### config.mk
export PLATFORM = sky130hd
export DESIGN_NAME = gpg_queue
export DESIGN_NICKNAME = d
export VERILOG_FILES = /design/src/sv/gpg_pkg.sv /design/src/sv/gpg_queue.sv
export SDC_FILE = /design/constraint.sdc
export NUM_CORES = 1
export LEC_CHECK = 0
export ABC_AREA = 1
export BUFFER_PORTS_ARGS = -buffer_cell sky130_fd_sc_hd__buf_2
export CAP_MARGIN = 20
export CORE_AREA = 10 10 47 49
export CTS_CLUSTER_SIZE = 30
export DETAILED_ROUTE_END_ITERATION = 10
export DIE_AREA = 0 0 57 59
export GPL_TIMING_DRIVEN = 0
export SYNTH_ARGS = -nofsm -noshare
export SYNTH_HDL_FRONTEND = slang
export SYNTH_SLANG_ARGS = --single-unit
### constraint.sdc
create_clock -name clk -period 1.6 [get_ports clk]
set_input_delay 0.08 -clock clk [delete_from_list [all_inputs] [get_ports clk]]
set_output_delay 0.08 -clock clk [all_outputs]
set_load 0.05 [all_outputs]
### src/sv/gpg_pkg.sv
// ----------------------------------------------------------------------------
// gpg_pkg: shared types, constants and the sine table of the gait phase generator.
// Holds the payload types of both channels, the configuration register set,
// the fixed limits of the motion test and the quarter-wave sine table.
// ----------------------------------------------------------------------------
package gpg_pkg;

	// Quarter-wave sine table size (entries per quarter cycle).
	localparam int SINE_TABLE_ENTRIES = 256;
	localparam int SINE_FOUR_N        = 4 * SINE_TABLE_ENTRIES;
	localparam int SINE_IDX_W         = $clog2(SINE_FOUR_N);
	localparam int SINE_R_W           = $clog2(SINE_TABLE_ENTRIES);
	localparam int SINE_TBL_W         = $clog2(SINE_TABLE_ENTRIES + 1);
	localparam int SINE_PROD_W        = 16 + SINE_IDX_W;

	// Command arithmetic widths and limits.
	localparam int AXIS_MAG_W = 15;
	localparam int VEL_W      = 30;
	localparam int SQ_W       = 2 * VEL_W;
	localparam logic [SQ_W-1:0]  VEL_SQ_LIMIT    = SQ_W'(64'd180143985094819);
	localparam logic [VEL_W-1:0] WZ_LIMIT        = VEL_W'(32'd13421772);
	localparam logic [15:0]      MID_CYCLE_LIMIT = 16'd3276;
	localparam logic [14:0]      HOLD_RELOAD     = 15'd16384;

	// Depth of the queue between the command front end and the phase back end.
	localparam int QUEUE_DEPTH = 2;
	localparam int QUEUE_PTR_W = $clog2(QUEUE_DEPTH);
	localparam int QUEUE_CNT_W = $clog2(QUEUE_DEPTH + 1);

	// Constants of the table construction, Q30 fixed point.
	localparam longint unsigned HALF_PI_Q30 = 64'd1686629713;
	localparam longint unsigned Q30_HALF    = 64'd536870912;

	// Configuration register indexes.
	typedef enum logic [2:0] {
		CFG_VX_MIN     = 3'd0,
		CFG_VX_MAX     = 3'd1,
		CFG_VY_MIN     = 3'd2,
		CFG_VY_MAX     = 3'd3,
		CFG_WZ_MIN     = 3'd4,
		CFG_WZ_MAX     = 3'd5,
		CFG_PHASE_STEP = 3'd6,
		CFG_HOLD_STEP  = 3'd7
	} cfg_idx_e;

	typedef struct packed {
		logic signed [15:0] vx_min;
		logic signed [15:0] vx_max;
		logic signed [15:0] vy_min;
		logic signed [15:0] vy_max;
		logic signed [15:0] wz_min;
		logic signed [15:0] wz_max;
		logic [15:0]        phase_step;
		logic [14:0]        hold_step;
	} cfg_t;

	// Payload of one control tick.
	typedef struct packed {
		logic               episode_start;
		logic               stick_present;
		logic signed [15:0] left_x;
		logic signed [15:0] left_y;
		logic signed [15:0] right_x;
	} cmd_t;

	// Payload of one result.
	typedef struct packed {
		logic [15:0]        phase;
		logic signed [15:0] sine_leg0;
		logic signed [15:0] sine_leg1;
		logic signed [15:0] sine_leg2;
		logic signed [15:0] sine_leg3;
	} gait_t;

	// Classified tick handed from the front end to the back end.
	typedef struct packed {
		logic episode_start;
		logic moving;
	} q_entry_t;

	typedef logic [14:0] sine_tab_t [0:SINE_TABLE_ENTRIES];

	// Builds the quarter-wave table by a Taylor series in Q30 fixed point.
	function automatic sine_tab_t build_sine();
		sine_tab_t         tab;
		longint unsigned   x;
		longint unsigned   term;
		longint unsigned   sum;
		longint unsigned   e;
		for (int k = 0; k <= SINE_TABLE_ENTRIES; k++) begin
			x = (HALF_PI_Q30 * 64'(k) + 64'(SINE_TABLE_ENTRIES / 2))
				/ 64'(SINE_TABLE_ENTRIES);
			term = x;
			sum = x;
			for (int j = 1; j <= 8; j++) begin
				term = (term * x) >> 30;
				term = (term * x) >> 30;
				term = term / 64'((2 * j) * (2 * j + 1));
				if ((j & 1) == 1) begin
					sum = (sum > term) ? sum - term : 64'd0;
				end else begin
					sum = sum + term;
				end
			end
			e = (64'd32767 * sum + Q30_HALF) >> 30;
			if (e > 64'd32767) begin
				e = 64'd32767;
			end
			tab[k] = e[14:0];
		end
		return tab;
	endfunction

	localparam sine_tab_t SINE_TABLE = build_sine();

endpackage

### src/sv/gpg_queue.sv
// ----------------------------------------------------------------------------
// gpg_queue: short queue of classified ticks.
// Decouples the command front end from the phase back end.
// ----------------------------------------------------------------------------
module gpg_queue import gpg_pkg::*; (
	input  logic     clk,
	input  logic     arst_n,
	input  q_entry_t push_data,
	input  logic     push_valid,
	output logic     push_ready,
	output q_entry_t pop_data,
	output logic     pop_valid,
	input  logic     pop_ready
);

	q_entry_t               mem_q [QUEUE_DEPTH];
	logic [QUEUE_PTR_W-1:0] wr_ptr_q;
	logic [QUEUE_PTR_W-1:0] rd_ptr_q;
	logic [QUEUE_CNT_W-1:0] count_q;
	logic                   do_push;
	logic                   do_pop;

	assign push_ready = (count_q != QUEUE_CNT_W'(QUEUE_DEPTH));
	assign pop_valid = (count_q != '0);
	assign pop_data = mem_q[rd_ptr_q];
	assign do_push = push_valid && push_ready;
	assign do_pop = pop_valid && pop_ready;

	// Pointers and fill level.
	always_ff @(posedge clk or negedge arst_n) begin
		if (!arst_n) begin
			wr_ptr_q <= '0;
			rd_ptr_q <= '0;
			count_q <= '0;
		end else begin
			if (do_push) begin
				wr_ptr_q <= (wr_ptr_q == QUEUE_PTR_W'(QUEUE_DEPTH - 1)) ? '0 : wr_ptr_q + 1'b1;
			end
			if (do_pop) begin
				rd_ptr_q <= (rd_ptr_q == QUEUE_PTR_W'(QUEUE_DEPTH - 1)) ? '0 : rd_ptr_q + 1'b1;
			end
			if (do_push && !do_pop) begin
				count_q <= count_q + 1'b1;
			end else if (do_pop && !do_push) begin
				count_q <= count_q - 1'b1;
			end
		end
	end

	// Entry storage.
	always_ff @(posedge clk) begin
		if (do_push) begin
			mem_q[wr_ptr_q] <= push_data;
		end
	end

endmodule

==> impl_metrics.json <==
{
  "status": "completed",
  "whs_endpoint": "mem_q[0][0]$_DFFE_PP_",
  "period_share_pct": 85.2,
  "worst-r2r-cell-count": 9,
  "crit_family": "flip-flops",
  "htree_levels": 1,
  "min_from": "push_data[0]",
  "initial_utilization_pct": 27.7,
  "grt_pass1_wl_mm": 1.17,
  "cts_resized": 0,
  "fin_crit_ns": 1.36,
  "fin_nets": 62,
  "synth_top_area_share_pct": 31.0,
  "p_leak_nw": 0.254,
  "antenna_found_initial": 0,
  "power_density_nw_per_um2": 2140,
  "cts-root-buf": "clkbuf_4",
  "syn-num-nets": 46,
  "yosysWarnings": 0,
  "endpoint_kind": "register",
  "synth_area_leader_cell": "edfxtp_1",
  "ys_ff_latch": 8,
  "clk_latency_ns": 0.25,
  "critPathMaxStageDelay_ns": 0.40,
  "finalHoldViolations": 0,
  "fp.dieH_um": 59,
  "skew_ns": 0.00495,
  "cts-buffers-inserted": 3,
  "gp_congestion": 0.654,
  "slowest_stage": "dfrtp_1",
  "relSlewSlack_pct": 83.2,
  "synth_cell_types": 13,
  "num_rows": 14,
  "cts_tree": "done",
  "rr_startpoint": "count_q[0]$_DFFE_PN0P_",
  "drtIter0Drc": 5,
  "drv_slew": 0,
  "final_cell_area_um2": 499,
  "io_pins": 10,
  "cts_hold_buf": 1,
  "hpwl_um": 554,
  "syn_inst": 39,
  "r2r_end": "count_q[1]$_DFFE_PN0P_",
  "clkTransAtPathRegs_ns": 0.06,
  "ys_seq_area_share_pct": 56.8,
  "p_total_w": 0.00107,
  "diodes": 0,
  "netlist_area_um2": 388,
  "synth.area.top_cells": "edfxtp_1 31%, dfrtp_1 26%, nand2_1 12%",
  "crit_required_ns": 1.74,
  "fillers": 155,
  "wl_um": 660,
  "placedCellCount": 64,
  "grtUsageTotal_pct": 4.70,
  "fin_setup_tns_ns": 0,
  "max_freq_ghz": 0.734,
  "dr_total_vias": 270,
  "grt_pass1_vias": 296,
  "final_cells": 70,
  "grt_start_max_net_pins": 6,
  "hold_class": "input pin to register",
  "maxCapViolCount": 0,
  "crit_buf_inv": 3,
  "antenna_left": 0,
  "start_kind": "register",
  "port-buffer-count": 9,
  "first_pass_iters": 3,
  "setup-violations-final": 0,
  "wl_per_cell_um": 9.43,
  "ctsLongestPathBuffers": 2,
  "route.detailed.drc": 0,
  "cp_max_fo": 4,
  "final_layout_size_suffix_gt1_share_pct": 35.2,
  "whs_ns": 0.0183,
  "whs_path_depth": 1,
  "reg2reg_slack_ns": 0.24,
  "placed_area_um2": 453,
  "post-cts-setup-buffers": 0,
  "syn_to_final_growth_pct": 28.7,
  "die_w_um": 57,
  "viasPerCell": 3.86,
  "path_cells": "inv_2 > nand2_4 > nand2_4 > inv_1 > ha_1 > inv_1 > nand3_1 > nand2_1 > nand2_1",
  "die_area_um2": 3360,
  "vdd_drop_max_uv": 474,
  "clkSinkCount": 8,
  "rsz0062_at_grt": "no",
  "grt.overflow.total": 0,
  "synth_area_per_cell_um2": 9.95,
  "arrival_ns": 1.50,
  "core_um2": 1400,
  "critical_path_class": "register to register",
  "tightest_slew_ns": 0.254
}
[cell type report]
type / count / area (um^2) / share of cell area, %
multi-input cells: 24 / 141 / 28.3
well taps: 16 / 20.0 / 4.01
flip-flops and latches: 8 / 220 / 44.1
clock buffers: 4 / 26.3 / 5.26
repair buffers: 11 / 65.1 / 13.0
inverters: 7 / 26.3 / 5.26
[how the worst max path moves through the flow]
stage	slack, ns	cells past startpoint	start	endpoint
after floorplan	0.19	8	count_q[1]$_DFFE_PN0P_	count_q[1]$_DFFE_PN0P_
after global placement	0.25	9	count_q[0]$_DFFE_PN0P_	count_q[1]$_DFFE_PN0P_
after detailed placement	0.23	9	count_q[0]$_DFFE_PN0P_	count_q[1]$_DFFE_PN0P_
after CTS	0.22	9	count_q[0]$_DFFE_PN0P_	count_q[1]$_DFFE_PN0P_
after global routing	0.09	9	count_q[0]$_DFFE_PN0P_	count_q[1]$_DFFE_PN0P_
final	0.24	9	count_q[0]$_DFFE_PN0P_	count_q[1]$_DFFE_PN0P_
[registers in the layout, indices dropped and copies added (netlist names)]
signal and cells:
wr_ptr_q 1, mem_q 4, count_q 2, rd_ptr_q 1
[logic make-up after synthesis]
family | count (synthesis) | share of synthesized area (%)
and+or+nand+nor | 21 | 26.8
DFF | 8 | 56.8
buffers and inverters | 7 | 6.78
xor gates and xnor gates | 2 | 6.45
adders and majority gates | 1 | 3.23
[through the flow]
stage | setup WS, ns | utilization, %
after global placement | 0.248 | 32.3
after detailed placement | 0.231 | 32.3
after floorplan | 0.185 | -
final | 0.237 | 35.6
after global routing | 0.0902 | 35.6
after CTS | 0.221 | 34.9
[placed cells by master, fill, tap and decap left out]
master,netlist,final
buf_2,0,9
clkbuf_1,0,1
clkbuf_4,0,3
dfrtp_1,4,4
dlygate4sd3_1,0,2
edfxtp_1,4,4
ha_1,1,1
inv_1,5,5
inv_2,2,2
nand2_1,12,12
nand2_2,2,2
nand2_4,2,2
nand3_1,2,2
nand4_1,1,1
nor2_1,2,2
xnor2_1,1,1
xor2_2,1,1
[Yosys cell counts]
master and n:
nand2_1 12, inv_1 5, dfrtp_1 4, edfxtp_1 4
inv_2 2, nand2_2 2, nand2_4 2, nand3_1 2
nor2_1 2, ha_1 1, nand4_1 1, xnor2_1 1
xor2_2 1
[layer usage]
layer  GRT usage (%)  wire length, um  vias up
li1                -                -      154
met5               0                0        -
met1            4.49              309      108
met4            6.04               10        0
met2            6.36              283        6
met3            2.58               57        2
[where the power goes]
group          switching, W  internal (W)
combinational      0.000392      0.000161
clock             0.0000662     0.0000952
sequential        0.0000534      0.000299
No activity file was read; power rests on OpenSTA's default activity.
